[src/sv/gpc_pkg.sv]
// ----------------------------------------------------------------------------
// gpc_pkg
// shared types and constants of the grid path counter
// ----------------------------------------------------------------------------
package gpc_pkg;

  localparam int DEF_MAX_COLUMNS = 128;
  localparam int DEF_MAX_ROWS    = 128;
  localparam int QUEUE_DEPTH     = 2;

  localparam int COUNT_W   = 30;
  localparam int SIZE_W    = 8;
  localparam int CFG_IDX_W = 2;

  localparam logic [COUNT_W-1:0] PATH_PRIME = 30'd1000000007;

  typedef enum logic [CFG_IDX_W-1:0] {
    CFG_GRID_COLUMNS = 2'd0,
    CFG_GRID_ROWS    = 2'd1
  } cfg_reg_t;

  // classification of one cell, handed from front to back
  typedef struct packed {
    logic blocked;
    logic home;
    logic top_row;
    logic first_col;
    logic final_cell;
  } cell_flags_t;

  localparam int FLAGS_W = $bits(cell_flags_t);

endpackage

[src/sv/gpc_count_if.sv]
// ----------------------------------------------------------------------------
// gpc_count_if
// result channel: path count of one cell and the final cell mark
// ----------------------------------------------------------------------------
interface gpc_count_if import gpc_pkg::*; ();
  logic               valid;
  logic               ready;
  logic [COUNT_W-1:0] path_count;
  logic               final_cell;

  modport source (output valid, output path_count, output final_cell, input ready);
  modport sink (input valid, input path_count, input final_cell, output ready);
endinterface

[src/sv/gpc_back.sv]
// ----------------------------------------------------------------------------
// gpc_back
// line buffer, modular path sum and output register
// ----------------------------------------------------------------------------
module gpc_back import gpc_pkg::*; #(
  parameter int  MAX_COLUMNS = DEF_MAX_COLUMNS,
  localparam int COL_W       = $clog2(MAX_COLUMNS)
) (
  input  logic             clk,
  input  logic             rst,
  input  logic             pop_valid,
  output logic             pop_ready,
  input  cell_flags_t      pop_flags,
  input  logic [COL_W-1:0] pop_col,
  gpc_count_if.source      counts
);

  logic [COUNT_W-1:0] line_buf [MAX_COLUMNS];
  logic [COUNT_W-1:0] above_rd;
  logic               a_valid;
  cell_flags_t        a_flags;
  logic [COL_W-1:0]   a_col;
  logic               bypass;
  logic [COUNT_W-1:0] left_count;
  logic               out_valid;
  logic [COUNT_W-1:0] out_count;
  logic               out_final;
  logic [COUNT_W-1:0] above;
  logic [COUNT_W-1:0] left;
  logic [COUNT_W:0]   sum;
  logic [COUNT_W:0]   sum_red;
  logic [COUNT_W-1:0] count;
  logic               advance;
  logic               pop;

  assign advance   = a_valid && (!out_valid || counts.ready);
  assign pop_ready = !a_valid || advance;
  assign pop       = pop_valid && pop_ready;

  assign counts.valid      = out_valid;
  assign counts.path_count = out_count;
  assign counts.final_cell = out_final;

  always_comb begin
    // single-column grid: the cell above is the previous cell, not yet in the buffer
    if (a_flags.top_row) begin
      above = '0;
    end else if (bypass) begin
      above = left_count;
    end else begin
      above = above_rd;
    end
    left    = a_flags.first_col ? '0 : left_count;
    sum     = {1'b0, above} + {1'b0, left};
    sum_red = sum - {1'b0, PATH_PRIME};
    if (a_flags.blocked) begin
      count = '0;
    end else if (a_flags.home) begin
      count = COUNT_W'(1);
    end else if (sum >= {1'b0, PATH_PRIME}) begin
      count = sum_red[COUNT_W-1:0];
    end else begin
      count = sum[COUNT_W-1:0];
    end
  end

  always_ff @(posedge clk) begin
    if (advance) begin
      line_buf[a_col] <= count;
    end
    if (pop) begin
      above_rd <= line_buf[pop_col];
    end
  end

  always_ff @(posedge clk) begin
    if (pop) begin
      a_flags <= pop_flags;
      a_col   <= pop_col;
      bypass  <= advance && (a_col == pop_col);
    end
    if (advance) begin
      out_count <= count;
      out_final <= a_flags.final_cell;
    end
  end

  always_ff @(posedge clk) begin
    if (rst) begin
      a_valid    <= 1'b0;
      out_valid  <= 1'b0;
      left_count <= '0;
    end else begin
      if (pop) begin
        a_valid <= 1'b1;
      end else if (advance) begin
        a_valid <= 1'b0;
      end
      if (advance) begin
        out_valid  <= 1'b1;
        left_count <= count;
      end else if (counts.ready) begin
        out_valid <= 1'b0;
      end
    end
  end

endmodule

[src/flat_wrapper.sv]
// flat-port wrapper written by rule: the top's interface ports become plain ports
module gpc_back_flat import gpc_pkg::*;
#(
  parameter int  MAX_COLUMNS = DEF_MAX_COLUMNS,
  localparam int COL_W       = $clog2(MAX_COLUMNS)
)
  (clk, rst, pop_valid, pop_ready, pop_flags, pop_col, counts_valid, counts_path_count, counts_final_cell, counts_ready);
  gpc_count_if counts_i ();
  input  logic clk;
  input  logic rst;
  input  logic pop_valid;
  output logic pop_ready;
  input  cell_flags_t pop_flags;
  input  logic [COL_W-1:0] pop_col;
  output wire logic [$bits(counts_i.valid)-1:0] counts_valid;
  output wire logic [$bits(counts_i.path_count)-1:0] counts_path_count;
  output wire logic [$bits(counts_i.final_cell)-1:0] counts_final_cell;
  input wire logic [$bits(counts_i.ready)-1:0] counts_ready;
  assign counts_valid = counts_i.valid;
  assign counts_path_count = counts_i.path_count;
  assign counts_final_cell = counts_i.final_cell;
  assign counts_i.ready = counts_ready;
  gpc_back #(.MAX_COLUMNS(MAX_COLUMNS)) u_core (.clk(clk), .rst(rst), .pop_valid(pop_valid), .pop_ready(pop_ready), .pop_flags(pop_flags), .pop_col(pop_col), .counts(counts_i));
endmodule
[config.mk]
export PLATFORM = sky130hd
export DESIGN_NAME = gpc_back_flat
export DESIGN_NICKNAME = d
export VERILOG_FILES = /design/src/sv/gpc_pkg.sv /design/src/sv/gpc_count_if.sv /design/src/sv/gpc_back.sv /design/src/flat_wrapper.sv
export SDC_FILE = /design/constraint.sdc
export NUM_CORES = 2
export LEC_CHECK = 0
export BUFFER_PORTS_ARGS = -buffer_cell sky130_fd_sc_hd__buf_4
export CAP_MARGIN = 20
export CORE_MARGIN = 4
export CORE_UTILIZATION = 50
export DETAILED_ROUTE_END_ITERATION = 10
export PLACE_DENSITY = 0.72
export SYNTH_ARGS = -nofsm -noshare
export SYNTH_HDL_FRONTEND = slang
export SYNTH_SLANG_ARGS = --single-unit
[constraint.sdc]
create_clock -name clk -period 10.9 [get_ports clk]
set_input_delay 1.635 -clock clk [delete_from_list [all_inputs] [get_ports clk]]
set_output_delay 1.635 -clock clk [all_outputs]
set_load 0.01 [all_outputs]
==> impl_metrics.tcl <==
set metrics [dict create \
    status "finished with violations" \
    violations "antenna violations" \
    mostFrequentLayoutCell "edfxtp_1" \
    crit_chain "buf_4, mux2i_1, nor2_1, ha_1, inv_1, fa_1, and2b_1, o2111ai_2, a21oi_2, a211o_1, a2111oi_0, a311oi_1, nor2_1, o211ai_1, nand3_4, a21boi_0, xnor2_1, nor2b_4, buf_4" \
    synth_edf_count 3914 \
    cap_violations 0 \
    crit_start "u_core.bypass" \
    syn_avg_cell_area_um2 24.14 \
    wl_mm 418.5 \
    antenna_found_initial 31 \
    worst-path-buf-inv 3 \
    yosysUniqueCellTypes 76 \
    r2r_start "u_core.bypass" \
    final.setup.worst_slack_ns 3.324 \
    cts_htree_levels 5 \
    setup_viol 0 \
    clock_skew_ns 0.05614 \
    drt_pass1_iterations 8 \
    die_y_um 560.9 \
    drv_slew 0 \
    synth-main-ff-cell "edfxtp_1" \
    grt_pass1_wl_mm 583.7 \
    ctsHoldBuffers 0 \
    worst_pin_slew_ns 1.165 \
    nets 6692 \
    synth_area_leaders "edfxtp_1, mux4_2, clkbuf_1" \
    cts.path.max_buffers 4 \
    syn_to_final_growth_pct 12.64 \
    worstSetupPathDepth 19 \
    critPathKind "flip-flop to flip-flop" \
    peakVddDrop_uv 144.1 \
    rows 202 \
    layout_common_cells "edfxtp_1, mux4_2, clkbuf_16" \
    root_buffer "clkbuf_16" \
    synthesis.area_mm2 0.1529 \
    drtIter0Drc 13010 \
    setup_tns_ns 0 \
    end_kind "flip-flop" \
    cts_tree "yes" \
    overflow 0 \
    slowest_delay_ns 0.79 \
    timing.rr.end "u_core.line_buf[82][16]" \
    cts_buffers 375 \
    coreArea_mm2 0.3035 \
    path_delay_family "compound AO/OA/AOI/OAI gates" \
    leakagePower_nw 55.39 \
    grt_max_degree 130 \
    clk_latency_ns 0.92 \
    hold_class "flip-flop to flip-flop" \
    ctsResizeCount 0 \
    fmax_mhz 132.0 \
    fin_crit_sh 0.6950 \
    crit_required_ns 11.46 \
    dieArea_mm2 0.3146 \
    postSynthCellCount 6331 \
    ff2ff_setup_slack_ns 3.32 \
    dr_total_vias 74310 \
    fin_crit_ns 7.576 \
    synth_warnings 0 \
    start_kind "flip-flop" \
    drive_above_1_share 0.3307 \
    p_per_area_mw_per_mm2 178.4 \
    port_buffers 48 \
    worst_path_max_delay_cell "nor2b_4" \
    crit_fanout 92 \
    grt_pass1_vias 73360 \
    avgViaCountPerCell 6.736 \
    drc 0 \
    place_ws_ns 3.505 \
    postCtsSetupBuffers 0 \
    synth_nets 6379 \
    hpwlAfterDp_mm 214.3 \
    wire_per_inst_um 37.93 \
    yosysSeqAreaShare 0.7731 \
    ant_nets 1 \
    pin_count 49 \
    synth_top_area_share 0.7689 \
    die_x_um 560.9 \
    crit_path_end "u_core.line_buf[82][16]" \
    rsz0062_at_grt "false" \
    synth_seq_cells 3946 \
    hold_viol 0 \
    gp_congestion 0.8503 \
    track_usage 0.2645 \
    start_util 0.5036 \
    async_flop_share 0 \
    yosysTopAreaCell "edfxtp_1" \
    slew_headroom 0.2194 \
    cts_num_sinks 3946 \
    clk_pin_slew_ns 0.06 \
    reg2regPathDepth 19 \
    cp.arrival_ns 8.14 \
]
==> per-layer routing <==
metal | global-route usage | routed length [um] | vias up
met2 | 0.4031 | 194900 | 5711
met5 | 0 | 65 | -
met1 | 0.3737 | 149600 | 39710
met3 | 0.07016 | 56170 | 909
li1 | - | - | 27970
met4 | 0.09613 | 17810 | 10
==> state kept, by name (all words and copies together), names as in the netlist <==
| signal | count |
|---|---|
| u_core.above_rd | 30 |
| u_core.line_buf | 3840 |
| u_core.bypass | 1 |
| u_core.left_count | 30 |
| u_core.a_flags | 5 |
| u_core.counts.final_cell | 1 |
| u_core.a_valid | 1 |
| u_core.counts.valid | 1 |
| u_core.a_col | 7 |
| u_core.counts.path_count | 30 |
==> worst min path at each step <==
| stage | end | slack (ns) | cells past startpoint | startpoint |
|---|---|---|---|---|
| 6_report | u_core.counts.final_cell | 0.43 | 0 | u_core.a_flags[0] |
| 5_1_grt | u_core.counts.final_cell | 0.44 | 0 | u_core.a_flags[0] |
| 4_1_cts | u_core.counts.final_cell | 0.43 | 0 | u_core.a_flags[0] |
| 3_5_place_dp | u_core.counts.final_cell | 0.41 | 0 | u_core.a_flags[0] |
| 3_3_place_gp | u_core.counts.final_cell | 0.41 | 0 | u_core.a_flags[0] |
| 2_1_floorplan | u_core.counts.final_cell | 0.40 | 0 | u_core.a_flags[0] |
==> per-stage QoR <==
stage | utilization | hold slack, ns | area, um^2 | cells | total power [mW]
2_1_floorplan | - | 0.4003 | 152900 | 6331 | 17.79
3_3_place_gp | 0.5276 | 0.4074 | 160200 | 10340 | 18.27
3_5_place_dp | 0.5276 | 0.4101 | 160200 | 10340 | 18.29
4_1_cts | 0.5666 | 0.4250 | 172000 | 11020 | 30.83
5_1_grt | 0.5672 | 0.4420 | 172200 | 11030 | 31.57
6_report | 0.5672 | 0.4332 | 172200 | 11030 | 30.72
==> where the power goes <==
part	switching (mW)	leakage, nW	internal, mW	total, mW
registers	0.0247	38.0	16.6	16.6
clock network	5.57	5.76	7.18	12.7
logic	0.806	11.7	0.566	1.37
total	6.40	55.4	24.3	30.7
==> kinds of logic after synthesis <==
family,Yosys count,share of synthesized area
fa+ha+maj,32,0.002669
mux,1328,0.1904
xor+xnor,48,0.002750
buf+inv,355,0.008898
compound gates,188,0.008767
flops,3946,0.7731
simple gates,434,0.01342
==> cell type report <==
class / count / area [um^2]
clock inverters: 231 / 2140
diodes: 10 / 25.02
flip-flops and latches: 3946 / 118200
multi-input cells: 2030 / 34520
repair buffers: 281 / 2470
fillers: 21020 / 131400
clock buffers: 445 / 9711
well taps: 4080 / 5105
inverters: 10 / 37.54
==> worst register-to-register path: stages (launching register included) <==
cell and delay, ns:
edfxtp_1 0.33, buf_4 0.51, mux2i_1 0.18, nor2_1 0.12, ha_1 0.25, inv_1 0.09
fa_1 0.49, and2b_1 0.28, o2111ai_2 0.21, a21oi_2 0.42, a211o_1 0.32, a2111oi_0 0.17
a311oi_1 0.78, nor2_1 0.16, o211ai_1 0.23, nand3_4 0.41, a21boi_0 0.40, xnor2_1 0.19
nor2b_4 0.79, buf_4 0.80
==> cell usage after synthesis, types with 5 or more instances <==
master    instances
a22o_1            8
clkbuf_1        267
o21a_1            5
mux2_2           32
mux2i_1          36
and3_1           12
a21oi_1          44
or3_1             9
nor2b_1          44
buf_1            68
edfxtp_1       3914
a211oi_1          8
ha_1             31
o21ai_0          31
nand4_1           6
nand2b_1          5
nor4_1            8
or2_2            12
and2_1            9
nand2_1          74
nand3b_1          6
nor2_1          202
mux4_2         1260
a31oi_1           5
a21boi_0          5
inv_1            10
o21ai_1          10
xnor2_1          32
nor3_1            9
a21o_1           12
o211ai_1         10
xor2_1           16
dfxtp_1          32
nand3_1          20
buf_2             7
Power figures use the tool's default switching activity.
