[config.mk]
export PLATFORM = sky130hd
export DESIGN_NAME = gpc_queue
export DESIGN_NICKNAME = d
export VERILOG_FILES = /design/src/sv/gpc_pkg.sv /design/src/sv/gpc_queue.sv
export SDC_FILE = /design/constraint.sdc
export NUM_CORES = 1
export LEC_CHECK = 0
export CAP_MARGIN = 20
export CORE_AREA = 4 4 41 43
export DETAILED_ROUTE_END_ITERATION = 10
export DIE_AREA = 0 0 45 47
export DONT_BUFFER_PORTS = 1
export PLACE_DENSITY_LB_ADDON = 0.05
export SLEW_MARGIN = 20
export SYNTH_ARGS = -nofsm -noshare
export SYNTH_HDL_FRONTEND = slang
export SYNTH_SLANG_ARGS = --single-unit
[constraint.sdc]
create_clock -name clk -period 1.9 [get_ports clk]
set_input_delay 0.475 -clock clk [delete_from_list [all_inputs] [get_ports clk]]
set_output_delay 0.475 -clock clk [all_outputs]
set_load 0.02 [all_outputs]
[src/sv/gpc_pkg.sv]
// ----------------------------------------------------------------------------
// gpc_pkg
// shared types and constants of the grid path counter
// ----------------------------------------------------------------------------
package gpc_pkg;

  localparam int DEF_MAX_COLUMNS = 128;
  localparam int DEF_MAX_ROWS    = 128;
  localparam int QUEUE_DEPTH     = 2;

  localparam int COUNT_W   = 30;
  localparam int SIZE_W    = 8;
  localparam int CFG_IDX_W = 2;

  localparam logic [COUNT_W-1:0] PATH_PRIME = 30'd1000000007;

  typedef enum logic [CFG_IDX_W-1:0] {
    CFG_GRID_COLUMNS = 2'd0,
    CFG_GRID_ROWS    = 2'd1
  } cfg_reg_t;

  // classification of one cell, handed from front to back
  typedef struct packed {
    logic blocked;
    logic home;
    logic top_row;
    logic first_col;
    logic final_cell;
  } cell_flags_t;

  localparam int FLAGS_W = $bits(cell_flags_t);

endpackage

[src/sv/gpc_queue.sv]
// ----------------------------------------------------------------------------
// gpc_queue
// small first-in first-out queue between front and back
// ----------------------------------------------------------------------------
module gpc_queue import gpc_pkg::*; #(
  parameter int WIDTH = FLAGS_W,
  parameter int DEPTH = QUEUE_DEPTH
) (
  input  logic             clk,
  input  logic             rst,
  input  logic             in_valid,
  output logic             in_ready,
  input  logic [WIDTH-1:0] in_data,
  output logic             out_valid,
  input  logic             out_ready,
  output logic [WIDTH-1:0] out_data
);

  localparam int PTR_W = (DEPTH > 1) ? $clog2(DEPTH) : 1;
  localparam int CNT_W = $clog2(DEPTH + 1);

  logic [WIDTH-1:0] slots [DEPTH];
  logic [PTR_W-1:0] wr_ptr;
  logic [PTR_W-1:0] rd_ptr;
  logic [CNT_W-1:0] fill;
  logic             push;
  logic             pop;

  assign in_ready  = fill != CNT_W'(DEPTH);
  assign out_valid = fill != '0;
  assign out_data  = slots[rd_ptr];
  assign push      = in_valid && in_ready;
  assign pop       = out_valid && out_ready;

  always_ff @(posedge clk) begin
    if (push) begin
      slots[wr_ptr] <= in_data;
    end
  end

  always_ff @(posedge clk) begin
    if (rst) begin
      wr_ptr <= '0;
      rd_ptr <= '0;
      fill   <= '0;
    end else begin
      if (push) begin
        wr_ptr <= (wr_ptr == PTR_W'(DEPTH - 1)) ? '0 : wr_ptr + PTR_W'(1);
      end
      if (pop) begin
        rd_ptr <= (rd_ptr == PTR_W'(DEPTH - 1)) ? '0 : rd_ptr + PTR_W'(1);
      end
      if (push && !pop) begin
        fill <= fill + CNT_W'(1);
      end else if (pop && !push) begin
        fill <= fill - CNT_W'(1);
      end
    end
  end

endmodule

==> out/metrics.cfg, run 1 <==
[clocking]
cts_resized = 0
cts_buffer_depth = 2
holdBufCountCts = 0
post-cts-setup-buffer-count = 0
cts_tree = done
clk_pin_slew_worst_paths_ns = 0.08
clock-root-buffer = clkbuf_4
cts_buffers = 3
cts_max_level = 1
clk_latency_ns = 0.27
cts.sinks = 15

[worst_setup_path]
crit_path_end_kind = output port
timing.critical_path.buf_inv = 0
critPathLaunchType = flop
max_stage_delay_ns = 0.45
crit_fanout = 5
cp_top_family = flip-flops
cp_data_arrival_time_ns = 1.15
r2r_start = fill[0]$_SDFFE_PP0P_
slowest_stage = dfxtp_1
cp.required_ns = 1.42
path_depth = 1
critPathKind = reg2out
r2r_cells = 5
path_cells = mux2_2

[sta]
rsz0062_at_grt = false
skew_ns = 0.001207
holdWs_ns = 0.2573
slew_viol_final = 0
fin_crit_ns = 1.629
finalHoldViolCount = 0
setup_viol = 0
tightest_slew_ns = 0.3122
fin_setup_tns_ns = 0
max_slew_margin = 0.7897
finalCritPeriodShare = 0.8575
fmax_mhz = 613.8

[synth]
synth_top_area_share = 0.5184
syn-num-nets = 49
yosys_warnings = 0
ys_seq_elements = 15
syn_avg_cell_area_um2 = 14.85
synth_edf_count = 10
synthTopCellsByArea = edfxtp_1 (52%), dfxtp_1 (17%), mux2_2 (9.7%), xor2_1 (4.5%), ha_1 (2.2%)
synth.most_common_cell = edfxtp_1
synth_seq_area_share = 0.6911
synth_top_area_cell = edfxtp_1
netlist_area_um2 = 579.3
async_reset_ff_frac = 0
syn_inst = 39
synth_cell_types = 16
synth_common_cells = edfxtp_1 (10), dfxtp_1 (5), mux2_2 (5), nor2_1 (3), xor2_1 (3)
synth_flop_cell = edfxtp_1

[place]
port_buffers = 0
dpl-instance-area_um2 = 605.6
routabilityCongestion = 0.5959
placed_cells = 55

[global_routing]
grt_pass1_vias = 322
grt_first_pass_wirelength_um = 1428
gr-total-overflow = 0
grt_use_total = 0.1023
grt_start_max_net_pins = 9
antenna_found_initial = 0

[drt]
ant_nets = 0
wl_um = 925
detail_route.vias_per_cell = 5.288
drc = 0
drt-pass1-iter-count = 4
vias = 312
wl_per_cell_um = 15.68
drtIter0Drc = 9

[die]
initial_core_util = 0.4452
die-area_mm2 = 0.002115
coreArea_mm2 = 0.001301
pin_count = 16
fp-row-count = 13
die_height_um = 47
die_width_um = 45

[power_and_ir_drop]
powerDensity_mw_per_mm2 = 1476
p_total_uw = 932.6
p_leak_nw = 0.2336
max-vdd-ir-drop_mv = 0.7457

[layout]
syn_to_final_growth_pct = 9.071
num_antenna_cells = 0
layoutNonFillerInstCount = 59
drive_gt1_frac = 0.2500
finalInstanceArea_um2 = 631.9
nNetsFinal = 55

[min_path]
hold_depth = 1
min_from = rst
holdCritPathClass = in2reg

[run]
cap_violations = 0

[status]
outcome = finished clean

==> through the flow <==
| step | setup WS (ns) | util |
|---|---|---|
| floorplan | 0.2530 | - |
| global placement | 0.4188 | 0.4654 |
| detailed placement | 0.3445 | 0.4654 |
| CTS | 0.2484 | 0.4856 |
| global route | 0.2176 | 0.4856 |
| finish | 0.2707 | 0.4856 |
==> placed cells by master, fill, tap and decap left out <==
cell type  instances
inv_1              1
buf_4              1
o21ai_0            2
a21bo_2            1
a21oi_1            2
mux2_2             5
clkbuf_1           1
nor2_1             3
and2_1             1
nand3b_1           1
and3_1             1
ha_1               1
or3_1              1
edfxtp_1          10
xor2_1             3
or2_2              1
clkbuf_4           3
dfxtp_1            5
nand2b_1           1
==> layout make-up <==
cell class / count / area (um2)
flip-flops and latches: 15 / 400.4
fillers: 123 / 669.4
inverters: 1 / 3.754
multi-input cells: 23 / 175.2
clock buffers: 4 / 26.28
well taps: 15 / 18.77
repair buffers: 1 / 7.507
==> state kept, by name, indices dropped and copies added (netlist names), named ones only <==
name / flops
rd_ptr: 1
wr_ptr: 1
slots: 10
fill: 2
==> cells by family after synthesis <==
logic type / count (synthesis) / share of synthesized area
fa+ha+maj: 1 / 0.02159
xor+xnor: 3 / 0.04536
flops: 15 / 0.6912
buf+inv: 1 / 0.006473
simple gates: 9 / 0.08643
mux: 5 / 0.09719
compound gates: 5 / 0.05184
==> final timing paths <==
path | end | slack (ns)
setup / recovery | out_data[1] | 0.27
hold / removal | fill[1]$_SDFFE_PP0P_ | 0.26
setup reg to reg | fill[1]$_SDFFE_PP0P_ | 0.33
hold reg to reg | fill[1]$_SDFFE_PP0P_ | 0.52
==> power breakdown <==
part	switching, mW	leakage, nW	total [mW]	internal, mW
Clock	0.0921	0.0150	0.173	0.0813
Combinational	0.175	0.0839	0.293	0.118
Sequential	0.0483	0.135	0.466	0.418
Total	0.315	0.234	0.933	0.617
==> layer usage <==
| metal | track usage | wire, um |
|---|---|---|
| met1 | 0.09856 | 356 |
| met2 | 0.1667 | 479 |
| met3 | 0.04598 | 83 |
| met4 | 0.08772 | 5 |
| met5 | 0 | 0 |
Power figures use the tool's default switching activity.
==> run 2: changes to the inputs <==
- clock period: 1.9 -> 1.8 ns (I/O delays scaled with it)
==> run 2 against run 1 <==
Compared with the run above:
- wire length fell by 7.9%
- critical path depth did not move
- first-iteration DRC count fell by 67%
- via count fell by 2.6%
- sequential cell count did not move
- core utilization did not move
- critical path type unchanged
- hold slack got worse by 0.019 ns
- critical endpoint is now out_data[2]
==> out/metrics.cfg, run 2 (synthesis results as in run 1) <==
[status]
outcome = finished clean

[worst_setup_path]
critPathKind = reg2out
path_cells = mux2_2
cp_top_family = flip-flops
timing.critical_path.buf_inv = 0  ; unchanged
r2r_cells = 5  ; unchanged
crit_path_end_kind = output port
slowest_stage = dfxtp_1
critPathLaunchType = flop
crit_fanout = 5  ; unchanged
r2r_end = fill[1]$_SDFFE_PP0P_
cp_data_arrival_time_ns = 1.13  ; -0.02 ns
r2r_slack_ns = 0.24  ; -0.09 ns
r2r_start = fill[0]$_SDFFE_PP0P_
cp.required_ns = 1.35  ; -0.07 ns
max_stage_delay_ns = 0.44  ; about the same

[layout]
largest_registers = slots (10), fill (2)
layout_commonest_cell = edfxtp_1
drive_gt1_frac = 0.2500  ; unchanged
layoutNonFillerInstCount = 59  ; unchanged
max_flop_register = slots
syn_to_final_growth_pct = 9.071  ; unchanged
num_antenna_cells = 0  ; unchanged
largest_reg_flops = 10  ; unchanged
final_cell_mix = edfxtp_1 (10), mux2_2 (5), dfxtp_1 (5)
nNetsFinal = 55  ; unchanged

[die]
fp-row-count = 13  ; unchanged
pin_count = 16  ; unchanged
coreArea_mm2 = 0.001301  ; unchanged
initial_core_util = 0.4452  ; unchanged
die-area_mm2 = 0.002115  ; unchanged
die_height_um = 47  ; unchanged
die_width_um = 45  ; unchanged

[power_and_ir_drop]
p_total_uw = 968.1  ; +3.8%
max-vdd-ir-drop_mv = 0.6241  ; -16%
p_leak_nw = 0.2336  ; unchanged
powerDensity_mw_per_mm2 = 1532  ; +3.8%

[clocking]
cts_tree = done
clock-root-buffer = clkbuf_4
clk_pin_slew_worst_paths_ns = 0.08  ; about the same
clk_latency_ns = 0.27  ; about the same
cts_resized = 0  ; unchanged
post-cts-setup-buffer-count = 0  ; unchanged
cts_buffers = 3  ; unchanged
cts_buffer_depth = 2  ; unchanged
cts.sinks = 15  ; unchanged
cts_max_level = 1  ; unchanged
holdBufCountCts = 0  ; unchanged

[drt]
drc = 0  ; unchanged
detail_route.vias_per_cell = 5.153  ; -2.6%
wl_per_cell_um = 14.44  ; -7.9%
vias = 304  ; -2.6%
wl_um = 852  ; -7.9%
drt-pass1-iter-count = 4  ; unchanged
drtIter0Drc = 3  ; -6
ant_nets = 0  ; unchanged

[sta]
slew_viol_final = 0  ; unchanged
tightest_slew_ns = 0.2990  ; -0.01317 ns
max_slew_margin = 0.7986  ; +0.008875
finalHoldViolCount = 0  ; unchanged
fmax_mhz = 631.3
setup_viol = 0  ; unchanged
fin_crit_ns = 1.584
fin_setup_tns_ns = 0  ; unchanged
rsz0062_at_grt = false
finalCritPeriodShare = 0.8801
fin_ws_ns = 0.2159  ; -0.05487 ns
skew_ns = 0.0008680  ; -0.0003388 ns

[global_routing]
gr-total-overflow = 0  ; unchanged
grt_first_pass_wirelength_um = 1380  ; -3.4%
grt_pass1_vias = 321  ; -0.31%
grt_use_total = 0.09662  ; -0.005636
antenna_found_initial = 0  ; unchanged
grt_start_max_net_pins = 9  ; unchanged

[min_path]
min_to = fill[1]$_SDFFE_PP0P_
hold_depth = 1  ; unchanged
holdCritPathClass = in2reg
min_from = rst

[place]
hpwlAfterDp_um = 660.2
port_buffers = 0  ; unchanged
placed_cells = 55  ; unchanged
dp_slack_ns = 0.2551  ; -0.08945 ns
routabilityCongestion = 0.5834  ; -2.1%

[run]
cap_violations = 0  ; unchanged

## run 2: how the worst max path moves through the flow
stage                                      end                 start  depth (start not counted)
after floorplan           fill[1]$_SDFFE_PP0P_  fill[0]$_SDFFE_PP0P_                          5
after global placement    fill[1]$_SDFFE_PP0P_  fill[0]$_SDFFE_PP0P_                          5
after detailed placement  fill[1]$_SDFFE_PP0P_  fill[0]$_SDFFE_PP0P_                          5
after CTS                          out_data[2]                  flop                          1
after global routing               out_data[2]                  flop                          1
final                              out_data[2]                  flop                          1
## run 2: where the power goes
part	leakage, nW	internal [mW]	switching [mW]
clock network	0.0150	0.0857	0.0905
registers	0.135	0.441	0.0479
logic	0.0839	0.124	0.179
## run 2: stage by stage
stage          hold WS (ns)    util  instance area [um2]
6_report             0.2380  0.4856                631.9
5_1_grt              0.2195  0.4856                631.9
4_1_cts              0.2261  0.4856                631.9
3_5_place_dp         0.4943  0.4654                605.6
3_3_place_gp         0.4817  0.4654                605.6
2_1_floorplan        0.4705       -                579.3
## run 2: metal layers
metal  part of all wire  wire (um)  track usage  vias up
met4                  0          0      0.05263        0
met3              0.093         79      0.05364        0
met2               0.54        462       0.1582       11
met1               0.36        310      0.09856      142
met5                  0          0            0        -
li1                   -          -            -      151
## run 2: area by class of cell
type,count,area (um2)
multi-input combinational,23,175.2
inverter,1,3.754
sequential,15,400.4
fill,125,669.4
clock buffer,4,26.28
timing repair buffer,1,7.507
tap,15,18.77
==> run 3: changes to the inputs <==
- clock period: 1.8 -> 1.7 ns (I/O delays scaled with it)
==> run 3 against run 2 <==
Compared with the run above:
- register-to-register slack worse by 0.08 ns
- critical path type unchanged
- clock power is 6% higher
- non-clock buffer count stayed put
- highest routed layer is now met4
- clock skew is 0.0011 ns higher
- largest power group unchanged
- final area stayed put
- setup slack worse by 0.087 ns
- combinational power is 5% higher
- core utilization stayed put
- first-iteration DRC count is 33% higher
==> out/metrics.cfg, run 3 (synthesis results as in run 1) <==
[status]
outcome = finished clean

[layout]
drive_gt1_frac = 0.2500  ; unchanged
largest_registers = slots (10), fill (2)
finalInstanceArea_um2 = 631.9  ; unchanged
utilization = 0.4856  ; unchanged
layout_commonest_cell = edfxtp_1
final_cell_mix = edfxtp_1 (10), mux2_2 (5), dfxtp_1 (5)
num_antenna_cells = 0  ; unchanged
max_flop_register = slots
largest_reg_flops = 10  ; unchanged
nNetsFinal = 55  ; unchanged
syn_to_final_growth_pct = 9.071  ; unchanged

[power_and_ir_drop]
max-vdd-ir-drop_mv = 0.7833  ; +26%
p_leak_nw = 0.2336  ; unchanged
powerDensity_mw_per_mm2 = 1621  ; +5.8%

[sta]
fin_ws_ns = 0.1284  ; -0.08745 ns
finalHoldViolCount = 0  ; unchanged
max_slew_margin = 0.7907  ; -0.007819
tightest_slew_ns = 0.3106  ; +0.01161 ns
rsz0062_at_grt = false
finalCritPeriodShare = 0.9245
slew_viol_final = 0  ; unchanged
fin_setup_tns_ns = 0  ; unchanged
skew_ns = 0.001993  ; +0.001125 ns
fin_crit_ns = 1.572
setup_viol = 0  ; unchanged
fmax_mhz = 636.3

[worst_setup_path]
max_stage_delay_ns = 0.45  ; about the same
timing.critical_path.buf_inv = 0  ; unchanged
cp_top_family = flip-flops
crit_path_end_kind = output port
cp.required_ns = 1.27  ; -0.08 ns
crit_fanout = 5  ; unchanged
critPathKind = reg2out
path_cells = mux2_2
critPathLaunchType = flop
cp_data_arrival_time_ns = 1.15  ; +0.02 ns
slowest_stage = dfxtp_1

[drt]
ant_nets = 0  ; unchanged
wl_um = 864  ; +1.4%
drtIter0Drc = 4  ; +1
drt-pass1-iter-count = 2  ; -2
detail_route.vias_per_cell = 5.237  ; +1.6%
drc = 0  ; unchanged
vias = 309  ; +1.6%
wl_per_cell_um = 14.64  ; +1.4%

[place]
dpl-instance-area_um2 = 605.6  ; unchanged
hpwlAfterDp_um = 668.1  ; +1.2%
routabilityCongestion = 0.5783  ; -0.87%
dp_slack_ns = 0.1713  ; -0.08383 ns
port_buffers = 0  ; unchanged

[global_routing]
grt_use_total = 0.09244  ; -0.004175
antenna_found_initial = 0  ; unchanged
grt_start_max_net_pins = 9  ; unchanged
grt_first_pass_wirelength_um = 1311  ; -5.0%
grt_pass1_vias = 318  ; -0.93%
gr-total-overflow = 0  ; unchanged

[clocking]
cts_tree = done
cts.sinks = 15  ; unchanged
cts_buffers = 3  ; unchanged
cts_resized = 0  ; unchanged
post-cts-setup-buffer-count = 0  ; unchanged
cts_buffer_depth = 2  ; unchanged
clk_latency_ns = 0.27  ; about the same
holdBufCountCts = 0  ; unchanged
clock-root-buffer = clkbuf_4
cts_max_level = 1  ; unchanged
clk_pin_slew_worst_paths_ns = 0.08  ; about the same

[die]
die_height_um = 47  ; unchanged
fp-row-count = 13  ; unchanged
initial_core_util = 0.4452  ; unchanged
coreArea_mm2 = 0.001301  ; unchanged
pin_count = 16  ; unchanged
die_width_um = 45  ; unchanged
die-area_mm2 = 0.002115  ; unchanged

[run]
cap_violations = 0  ; unchanged

[min_path]
holdCritPathClass = in2reg

[run 3: final timing paths]
path	startpoint	end	slack, ns	cells past startpoint
worst max register to register	fill[0]$_SDFFE_PP0P_	fill[1]$_SDFFE_PP0P_	0.16	5
worst max-delay path	flop	out_data[1]	0.13	1
worst min register to register	fill[1]$_SDFFE_PP0P_	fill[1]$_SDFFE_PP0P_	0.52	2
worst min-delay path	rst	wr_ptr$_SDFFE_PP0N_	0.21	1
[run 3: area by class of cell]
class	count	area [um2]
Fill cell	123	669.4
Inverter	1	3.754
Timing Repair Buffer	1	7.507
Multi-Input combinational cell	23	175.2
Tap cell	15	18.77
Sequential cell	15	400.4
Clock buffer	4	26.28
[run 3: metrics by stage]
step / hold slack (ns) / std cells / total power, mW
final: 0.2130 / 59 / 1.024
after floorplan: 0.4705 / 39 / 0.7890
after global placement: 0.4826 / 55 / 0.8320
after global routing: 0.2018 / 59 / 1.081
after CTS: 0.2009 / 59 / 1.038
after detailed placement: 0.4969 / 55 / 0.8466
[run 3: where the power goes]
group          switching, mW  total [mW]  internal [mW]
clock                 0.0962       0.187         0.0907
sequential            0.0522       0.519          0.467
combinational          0.187       0.318          0.131
total                  0.335        1.02          0.689
[run 3: routing by layer]
layer / global-route usage / vias to the layer above / share of wire
met5: 0 / - / 0
met4: 0.07018 / 0 / 0.0058
met3: 0.05364 / 2 / 0.10
met2: 0.1441 / 12 / 0.49
met1: 0.09091 / 146 / 0.40
li1: - / 149 / -
