$ cat src/sv/gpc_pkg.sv
// ----------------------------------------------------------------------------
// gpc_pkg
// shared types and constants of the grid path counter
// ----------------------------------------------------------------------------
package gpc_pkg;

  localparam int DEF_MAX_COLUMNS = 128;
  localparam int DEF_MAX_ROWS    = 128;
  localparam int QUEUE_DEPTH     = 2;

  localparam int COUNT_W   = 30;
  localparam int SIZE_W    = 8;
  localparam int CFG_IDX_W = 2;

  localparam logic [COUNT_W-1:0] PATH_PRIME = 30'd1000000007;

  typedef enum logic [CFG_IDX_W-1:0] {
    CFG_GRID_COLUMNS = 2'd0,
    CFG_GRID_ROWS    = 2'd1
  } cfg_reg_t;

  // classification of one cell, handed from front to back
  typedef struct packed {
    logic blocked;
    logic home;
    logic top_row;
    logic first_col;
    logic final_cell;
  } cell_flags_t;

  localparam int FLAGS_W = $bits(cell_flags_t);

endpackage

$ cat src/sv/gpc_cell_if.sv
// ----------------------------------------------------------------------------
// gpc_cell_if
// cell channel: one grid cell per request with its blocked flag
// ----------------------------------------------------------------------------
interface gpc_cell_if;
  logic valid;
  logic ready;
  logic blocked;

  modport source (output valid, output blocked, input ready);
  modport sink (input valid, input blocked, output ready);
endinterface

$ cat src/sv/gpc_cfg_if.sv
// ----------------------------------------------------------------------------
// gpc_cfg_if
// configuration write channel: register index and write data
// ----------------------------------------------------------------------------
interface gpc_cfg_if import gpc_pkg::*; ();
  logic                 valid;
  logic                 ready;
  logic [CFG_IDX_W-1:0] index;
  logic [SIZE_W-1:0]    data;

  modport source (output valid, output index, output data, input ready);
  modport sink (input valid, input index, input data, output ready);
endinterface

$ cat src/sv/gpc_front.sv
// ----------------------------------------------------------------------------
// gpc_front
// grid size registers, raster position counters and cell classification
// ----------------------------------------------------------------------------
module gpc_front import gpc_pkg::*; #(
  parameter int  MAX_COLUMNS = DEF_MAX_COLUMNS,
  parameter int  MAX_ROWS    = DEF_MAX_ROWS,
  localparam int COL_W       = $clog2(MAX_COLUMNS),
  localparam int ROW_W       = $clog2(MAX_ROWS)
) (
  input  logic             clk,
  input  logic             rst,
  gpc_cell_if.sink         cells,
  gpc_cfg_if.sink          cfg,
  output logic             push_valid,
  input  logic             push_ready,
  output cell_flags_t      push_flags,
  output logic [COL_W-1:0] push_col
);

  localparam int COLS_W = $clog2(MAX_COLUMNS + 1);
  localparam int ROWS_W = $clog2(MAX_ROWS + 1);

  logic [COLS_W-1:0] grid_columns;
  logic [ROWS_W-1:0] grid_rows;
  logic [COL_W-1:0]  col;
  logic [COL_W-1:0]  col_next;
  logic [ROW_W-1:0]  row;
  logic [ROW_W-1:0]  row_next;
  logic [COLS_W-1:0] cfg_cols;
  logic [ROWS_W-1:0] cfg_rows;
  logic              last_col;
  logic              last_row;
  logic              accept;
  logic              cfg_write;

  assign cfg.ready   = 1'b1;
  assign cfg_write   = cfg.valid;
  assign cells.ready = push_ready;
  assign push_valid  = cells.valid;
  assign accept      = cells.valid && push_ready;

  // zero reads as one, oversize saturates
  always_comb begin
    if (cfg.data == '0) begin
      cfg_cols = COLS_W'(1);
      cfg_rows = ROWS_W'(1);
    end else begin
      if (32'(cfg.data) > 32'(MAX_COLUMNS)) begin
        cfg_cols = COLS_W'(MAX_COLUMNS);
      end else begin
        cfg_cols = COLS_W'(cfg.data);
      end
      if (32'(cfg.data) > 32'(MAX_ROWS)) begin
        cfg_rows = ROWS_W'(MAX_ROWS);
      end else begin
        cfg_rows = ROWS_W'(cfg.data);
      end
    end
  end

  always_comb begin
    last_col = (COLS_W'(col) + COLS_W'(1)) == grid_columns;
    last_row = (ROWS_W'(row) + ROWS_W'(1)) == grid_rows;
    if (last_col) begin
      col_next = '0;
      row_next = last_row ? '0 : row + ROW_W'(1);
    end else begin
      col_next = col + COL_W'(1);
      row_next = row;
    end
    push_flags.blocked    = cells.blocked;
    push_flags.home       = (col == '0) && (row == '0);
    push_flags.top_row    = (row == '0);
    push_flags.first_col  = (col == '0);
    push_flags.final_cell = last_col && last_row;
    push_col              = col;
  end

  always_ff @(posedge clk) begin
    if (rst) begin
      grid_columns <= COLS_W'(1);
      grid_rows    <= ROWS_W'(1);
      col          <= '0;
      row          <= '0;
    end else if (cfg_write) begin
      unique case (cfg.index)
        CFG_GRID_COLUMNS: begin
          grid_columns <= cfg_cols;
          col          <= '0;
          row          <= '0;
        end
        CFG_GRID_ROWS: begin
          grid_rows <= cfg_rows;
          col       <= '0;
          row       <= '0;
        end
        default: begin
        end
      endcase
    end else if (accept) begin
      col <= col_next;
      row <= row_next;
    end
  end

endmodule

$ cat src/flat_wrapper.sv
// flat-port wrapper written by rule: the top's interface ports become plain ports
module gpc_front_flat import gpc_pkg::*;
#(
  parameter int  MAX_COLUMNS = DEF_MAX_COLUMNS,
  parameter int  MAX_ROWS    = DEF_MAX_ROWS,
  localparam int COL_W       = $clog2(MAX_COLUMNS),
  localparam int ROW_W       = $clog2(MAX_ROWS)
)
  (clk, rst, push_valid, push_ready, push_flags, push_col, cells_valid, cells_blocked, cells_ready, cfg_valid, cfg_index, cfg_data, cfg_ready);
  gpc_cell_if cells_i ();
  gpc_cfg_if cfg_i ();
  input  logic clk;
  input  logic rst;
  output logic push_valid;
  input  logic push_ready;
  output cell_flags_t push_flags;
  output logic [COL_W-1:0] push_col;
  input wire logic [$bits(cells_i.valid)-1:0] cells_valid;
  input wire logic [$bits(cells_i.blocked)-1:0] cells_blocked;
  output wire logic [$bits(cells_i.ready)-1:0] cells_ready;
  input wire logic [$bits(cfg_i.valid)-1:0] cfg_valid;
  input wire logic [$bits(cfg_i.index)-1:0] cfg_index;
  input wire logic [$bits(cfg_i.data)-1:0] cfg_data;
  output wire logic [$bits(cfg_i.ready)-1:0] cfg_ready;
  assign cells_i.valid = cells_valid;
  assign cells_i.blocked = cells_blocked;
  assign cells_ready = cells_i.ready;
  assign cfg_i.valid = cfg_valid;
  assign cfg_i.index = cfg_index;
  assign cfg_i.data = cfg_data;
  assign cfg_ready = cfg_i.ready;
  gpc_front #(.MAX_COLUMNS(MAX_COLUMNS), .MAX_ROWS(MAX_ROWS)) u_core (.clk(clk), .rst(rst), .cells(cells_i), .cfg(cfg_i), .push_valid(push_valid), .push_ready(push_ready), .push_flags(push_flags), .push_col(push_col));
endmodule
$ cat config.mk
export PLATFORM = sky130hd
export DESIGN_NAME = gpc_front_flat
export DESIGN_NICKNAME = d
export VERILOG_FILES = /design/src/sv/gpc_pkg.sv /design/src/sv/gpc_cell_if.sv /design/src/sv/gpc_cfg_if.sv /design/src/sv/gpc_front.sv /design/src/flat_wrapper.sv
export SDC_FILE = /design/constraint.sdc
export NUM_CORES = 1
export LEC_CHECK = 0
export BUFFER_PORTS_ARGS = -buffer_cell sky130_fd_sc_hd__buf_2
export CORE_ASPECT_RATIO = 2
export CORE_UTILIZATION = 45
export CTS_CLUSTER_SIZE = 16
export DETAILED_ROUTE_END_ITERATION = 8
export GPL_ROUTABILITY_DRIVEN = 0
export PLACE_DENSITY = 0.65
export SLEW_MARGIN = 20
export SYNTH_ARGS = -nofsm -noshare
export SYNTH_HDL_FRONTEND = slang
export SYNTH_SLANG_ARGS = --single-unit
$ cat constraint.sdc
create_clock -name clk -period 3.05 [get_ports clk]
set_clock_uncertainty 0.2 [all_clocks]
set_input_delay 0.1525 -clock clk [delete_from_list [all_inputs] [get_ports clk]]
set_output_delay 0.1525 -clock clk [all_outputs]
set_load 0.005 [all_outputs]
==> report_table.html <==
<table>
<tr><th>Metric</th><th>Value</th></tr>
<tr><th colspan="2">Worst setup path</th></tr>
<tr><td>Crit Reg-Reg Endpoint</td><td>u_core.push_col[2]$_SDFFE_PP0P_</td></tr>
<tr><td>Critical R2R Launch</td><td>u_core.push_col[0]$_SDFFE_PP0P_</td></tr>
<tr><td>CP arrival</td><td>roughly 2500 ps</td></tr>
<tr><td>Startpoint-to-endpoint class of the critical path</td><td>reg -&gt; out</td></tr>
<tr><td>Crit. End Element</td><td>output pin</td></tr>
<tr><td>Worst reg2reg path depth</td><td>7</td></tr>
<tr><td>Kind of start point of the critical path</td><td>flip-flop</td></tr>
<tr><td>Reg2reg setup slack</td><td>between 300 and 400 ps</td></tr>
<tr><td>Top fanout value on the critical path</td><td>5</td></tr>
<tr><td>Data required time at the worst endpoint</td><td>~2700 ps</td></tr>
<tr><th colspan="2">Floorplan</th></tr>
<tr><td>Placeable core region</td><td>4598 um^2</td></tr>
<tr><td>Floorplan die height</td><td>around 100 um</td></tr>
<tr><td>Number of placement rows</td><td>35</td></tr>
<tr><td>I/O Pins</td><td>31</td></tr>
<tr><td>Effective utilization at floorplan</td><td>0.4686</td></tr>
<tr><td>Horizontal extent of the die</td><td>50.93 um</td></tr>
<tr><td>Floorplan die area</td><td>5086 um^2</td></tr>
<tr><th colspan="2">Drt</th></tr>
<tr><td>Uppermost layer routed</td><td>met4</td></tr>
<tr><td>Met1 Routed Length</td><td>around 2200 um</td></tr>
<tr><td>Overall via count from detail_route</td><td>2111</td></tr>
<tr><td>Detailed route wirelength on metal3</td><td>230 um</td></tr>
<tr><td>Detailed Route Iter0 Violations</td><td>51</td></tr>
<tr><td>Mean routed wirelength per cell</td><td>16.83 um</td></tr>
<tr><td>DRC violations left</td><td>0</td></tr>
<tr><td>Final antenna-violating net count</td><td>0</td></tr>
<tr><td>Overall routed net length</td><td>just under 6000 um</td></tr>
<tr><td>Detail Route met2 WL</td><td>approximately 3200 um</td></tr>
<tr><td>DR vias/cell</td><td>around 6</td></tr>
<tr><td>Detailed Routing Iterations Pass 1</td><td>4</td></tr>
<tr><th colspan="2">Worst hold path</th></tr>
<tr><td>Hold Path Sink</td><td>u_core.grid_columns[3]$_SDFFE_PP0P_</td></tr>
<tr><td>Hold Startpoint</td><td>cfg_data[3]</td></tr>
<tr><td>Min-Delay Path Class</td><td>in -&gt; reg</td></tr>
<tr><td>Number of cells on the worst hold path</td><td>4</td></tr>
<tr><th colspan="2">Clocking</th></tr>
<tr><td>Inserted Clock Buffers</td><td>5</td></tr>
<tr><td>Buffer depth of the longest clock path</td><td>2</td></tr>
<tr><td>Clock-pin slew on the worst setup and hold paths</td><td>~70 ps</td></tr>
<tr><td>Cell chosen for the clock root</td><td>sky130_fd_sc_hd__clkbuf_8</td></tr>
<tr><td>Source-to-sink clock delay at the later pin of the worst-skew pair</td><td>280 ps</td></tr>
<tr><td>Number of clock sinks seen by CTS</td><td>30</td></tr>
<tr><td>TritonCTS clock tree</td><td>yes</td></tr>
<tr><td>H-Tree Level Count</td><td>2</td></tr>
<tr><th colspan="2">Synth</th></tr>
<tr><td>Number of unique standard cell types used by synthesis</td><td>63</td></tr>
<tr><td>Synth Warn #</td><td>0</td></tr>
<tr><td>Syn Inst Count</td><td>278</td></tr>
<tr><td>Cell area after synthesis</td><td>2155 um^2</td></tr>
<tr><td>Average footprint of a synthesized cell</td><td>7.750 um^2</td></tr>
<tr><td>Dominant synthesized flop cell</td><td>sky130_fd_sc_hd__dfxtp_1</td></tr>
<tr><td>Cell types occupying the most area after synthesis</td><td>sky130_fd_sc_hd__dfxtp_1 28%, sky130_fd_sc_hd__nand2_1 7.5%, sky130_fd_sc_hd__a21oi_1 5.1%</td></tr>
<tr><td>EDFF count, synth</td><td>0</td></tr>
<tr><td>Fraction of synthesized cell area taken by the top area cell type</td><td>0.2787</td></tr>
<tr><td>Share of flip-flops with an asynchronous set or reset after synthesis</td><td>0</td></tr>
<tr><td>Cell accounting for the most synthesized area</td><td>sky130_fd_sc_hd__dfxtp_1</td></tr>
<tr><td>Fraction of the yosys area taken by sequential cells</td><td>0.2787</td></tr>
<tr><td>Net Count, Synth</td><td>298</td></tr>
<tr><td>#FFs+latches synth</td><td>30</td></tr>
<tr><th colspan="2">Global route</th></tr>
<tr><td>Initial antenna violation count</td><td>0</td></tr>
<tr><td>Global-route wire length before repair</td><td>between 9000 and 10000 um</td></tr>
<tr><td>Residual overflow from global routing</td><td>0</td></tr>
<tr><td>Maximum number of pins on one net before global-route repair</td><td>21</td></tr>
<tr><td>Vias in the first global route</td><td>2083</td></tr>
<tr><td>Aggregate global-route resource usage</td><td>0.2544</td></tr>
<tr><th colspan="2">STA</th></tr>
<tr><td>Final Setup Violations</td><td>0</td></tr>
<tr><td>Final clock period utilization by the worst path</td><td>0.9322</td></tr>
<tr><td>Period minus WS final</td><td>2843 ps</td></tr>
<tr><td>Headroom to the max-slew limit</td><td>0.5932</td></tr>
<tr><td>Fin. max-slew vios</td><td>0</td></tr>
<tr><td>Final sum of negative setup slack</td><td>0 ps</td></tr>
<tr><td>Number of hold-slack violations in the final timing report</td><td>0</td></tr>
<tr><td>Actual slew at the worst max-slew pin</td><td>609.6 ps</td></tr>
<tr><td>Maximum clock frequency</td><td>about 0.35 GHz</td></tr>
<tr><td>Unrepaired setup endpoints after global routing</td><td>false</td></tr>
<tr><th colspan="2">Run status</th></tr>
<tr><td>Status</td><td>finished clean</td></tr>
<tr><th colspan="2">Power and ir drop</th></tr>
<tr><td>Clock share of power</td><td>0.389</td></tr>
<tr><td>Portion of total power attributed to sequential cells</td><td>0.466</td></tr>
<tr><td>Static Leak</td><td>just over 0.8 nW</td></tr>
<tr><td>Power density of the placed cells</td><td>370.4 nW/um^2</td></tr>
<tr><td>Switching Share</td><td>0.2793</td></tr>
<tr><td>Switching pwr</td><td>0.2431 mW</td></tr>
<tr><td>Max rail drop VDD</td><td>239.5 uV</td></tr>
<tr><td>Part of the total power dissipated in combinational logic</td><td>0.145</td></tr>
<tr><td>Total internal power</td><td>0.6272 mW</td></tr>
<tr><th colspan="2">Layout</th></tr>
<tr><td>Area growth, synth to finish</td><td>9.059%</td></tr>
<tr><td>Most frequent cells in the layout</td><td>43 x sky130_fd_sc_hd__nand2_1, 30 x sky130_fd_sc_hd__dfxtp_1, 27 x sky130_fd_sc_hd__buf_2, 22 x sky130_fd_sc_hd__a21oi_1, 13 x sky130_fd_sc_hd__nor2_1</td></tr>
<tr><td>Diode insertion count for antenna repair</td><td>0</td></tr>
<tr><td>Layout cell share with drive strength beyond 1</td><td>0.1735</td></tr>
<tr><td>Final #Nets</td><td>~310</td></tr>
<tr><td>Commonest non-fill, non-tap cell in the layout</td><td>sky130_fd_sc_hd__nand2_1</td></tr>
<tr><td>Cell area after layout</td><td>2350 um^2</td></tr>
<tr><th colspan="2">Placement</th></tr>
<tr><td>Number of input and output port buffers inserted</td><td>27</td></tr>
<tr><td>Half-perimeter wire length of the detailed placement result</td><td>about 4500 um</td></tr>
<tr><td>Cell area after placement</td><td>2242 um^2</td></tr>
<tr><th colspan="2">Job</th></tr>
<tr><td>Max-cap viol count</td><td>0</td></tr>
</table>
-- cell usage after synthesis, types with 5 or more instances --
library cell                count
sky130_fd_sc_hd__a21oi_1       22
sky130_fd_sc_hd__buf_4          8
sky130_fd_sc_hd__clkbuf_1       8
sky130_fd_sc_hd__dfxtp_1       30
sky130_fd_sc_hd__inv_1         12
sky130_fd_sc_hd__nand2_1       43
sky130_fd_sc_hd__nand2b_1       6
sky130_fd_sc_hd__nand3_1       10
sky130_fd_sc_hd__nor2_1        13
sky130_fd_sc_hd__nor2b_1        8
sky130_fd_sc_hd__nor3_1         9
sky130_fd_sc_hd__nor4_1         7
sky130_fd_sc_hd__o2111ai_1      5
sky130_fd_sc_hd__o21ai_0        6
sky130_fd_sc_hd__o22ai_1        5
sky130_fd_sc_hd__xnor2_1        7
-- cells by family (layout without fill, tap and decap cells) --
kind of cell             count (synthesis)  after routing  share of synthesized area
multiplexers                             2              2                    0.01161
AND/OR/NAND/NOR                        126            126                     0.3200
flip-flops                              30             30                     0.2787
AO/OA/AOI/OAI                           71             71                     0.2433
other                                    1              1                   0.001740
XOR/XNOR                                11             11                    0.04471
buffers and inverters                   33             49                    0.07665
adder cells (fa/ha/maj)                  4              4                    0.02323
-- power by group through the flow --
stage / clock (mW) / combinational (mW) / sequential (mW)
finish: 0.339 / 0.126 / 0.406
global route: 0.364 / 0.140 / 0.406
CTS: 0.344 / 0.126 / 0.406
detailed placement: 0 / 0.124 / 0.415
global placement: 0 / 0.122 / 0.415
floorplan: 0 / 0.0930 / 0.412
-- per-layer routing --
layer | global-route usage | vias to the layer above
met5 | 0 | -
met4 | 0.1581 | 0
met3 | 0.03485 | 23
met2 | 0.4626 | 76
met1 | 0.2612 | 970
li1 | - | 1042
-- layout make-up --
type	count	area, um^2
Fill cell	497	2248
Multi-Input combinational cell	215	1391
Sequential cell	30	600.6
Timing Repair Buffer	28	145.1
Clock buffer	6	82.58
Tap cell	55	68.82
Inverter	13	48.80
Clock inverter	2	12.51
-- what timing repair did --
item	CTS	global route
setup endpoints to repair	0	1
setup buffers	0	0
hold buffers	1	0
gates resized for setup	0	1
endpoints found under the hold margin	1	0
-- metrics by stage --
step | power [mW] | util | hold WS, ps | cells | setup slack (ps)
after global routing | 0.9100 | 0.5110 | 75.75 | 349 | 34.07
after CTS | 0.8759 | 0.5105 | 54.77 | 349 | 125.4
after floorplan | 0.5045 | - | 185.8 | 278 | 802.2
final | 0.8703 | 0.5110 | 63.72 | 349 | 206.9
after detailed placement | 0.5390 | 0.4876 | 105.0 | 340 | 365.7
after global placement | 0.5370 | 0.4876 | 105.0 | 340 | 444.8
-- how the worst max path moves through the flow --
| stage | start | end | slack (ps) | depth (start not counted) |
|---|---|---|---|---|
| 6_report | u_core.row[0]$_SDFFE_PP0P_ | push_flags[0] | 210 | 8 |
| 5_1_grt | u_core.push_col[0]$_SDFFE_PP0P_ | push_flags[0] | 30 | 7 |
| 4_1_cts | u_core.push_col[0]$_SDFFE_PP0P_ | push_flags[0] | 130 | 7 |
| 3_5_place_dp | u_core.push_col[0]$_SDFFE_PP0P_ | u_core.row[2]$_SDFFE_PP0P_ | 370 | 7 |
| 3_3_place_gp | u_core.push_col[0]$_SDFFE_PP0P_ | u_core.push_col[2]$_SDFFE_PP0P_ | 440 | 7 |
| 2_1_floorplan | u_core.push_col[0]$_SDFFE_PP0P_ | u_core.row[2]$_SDFFE_PP0P_ | 800 | 8 |
-- flip-flops by register name, indices dropped and copies added (netlist names) --
signal               cells
u_core.push_col          7
u_core.grid_rows         8
u_core.grid_columns      8
u_core.row               7
-- critical path, stage by stage, from the launching register on --
cell                        delay [ps]
sky130_fd_sc_hd__dfxtp_1           450
sky130_fd_sc_hd__inv_1             110
sky130_fd_sc_hd__ha_1              370
sky130_fd_sc_hd__xnor2_1           150
sky130_fd_sc_hd__nand2_1            60
sky130_fd_sc_hd__a311oi_1          270
sky130_fd_sc_hd__o2111ai_1         360
sky130_fd_sc_hd__nor3_1            290
sky130_fd_sc_hd__buf_2             150
Power figures use the tool's default switching activity.
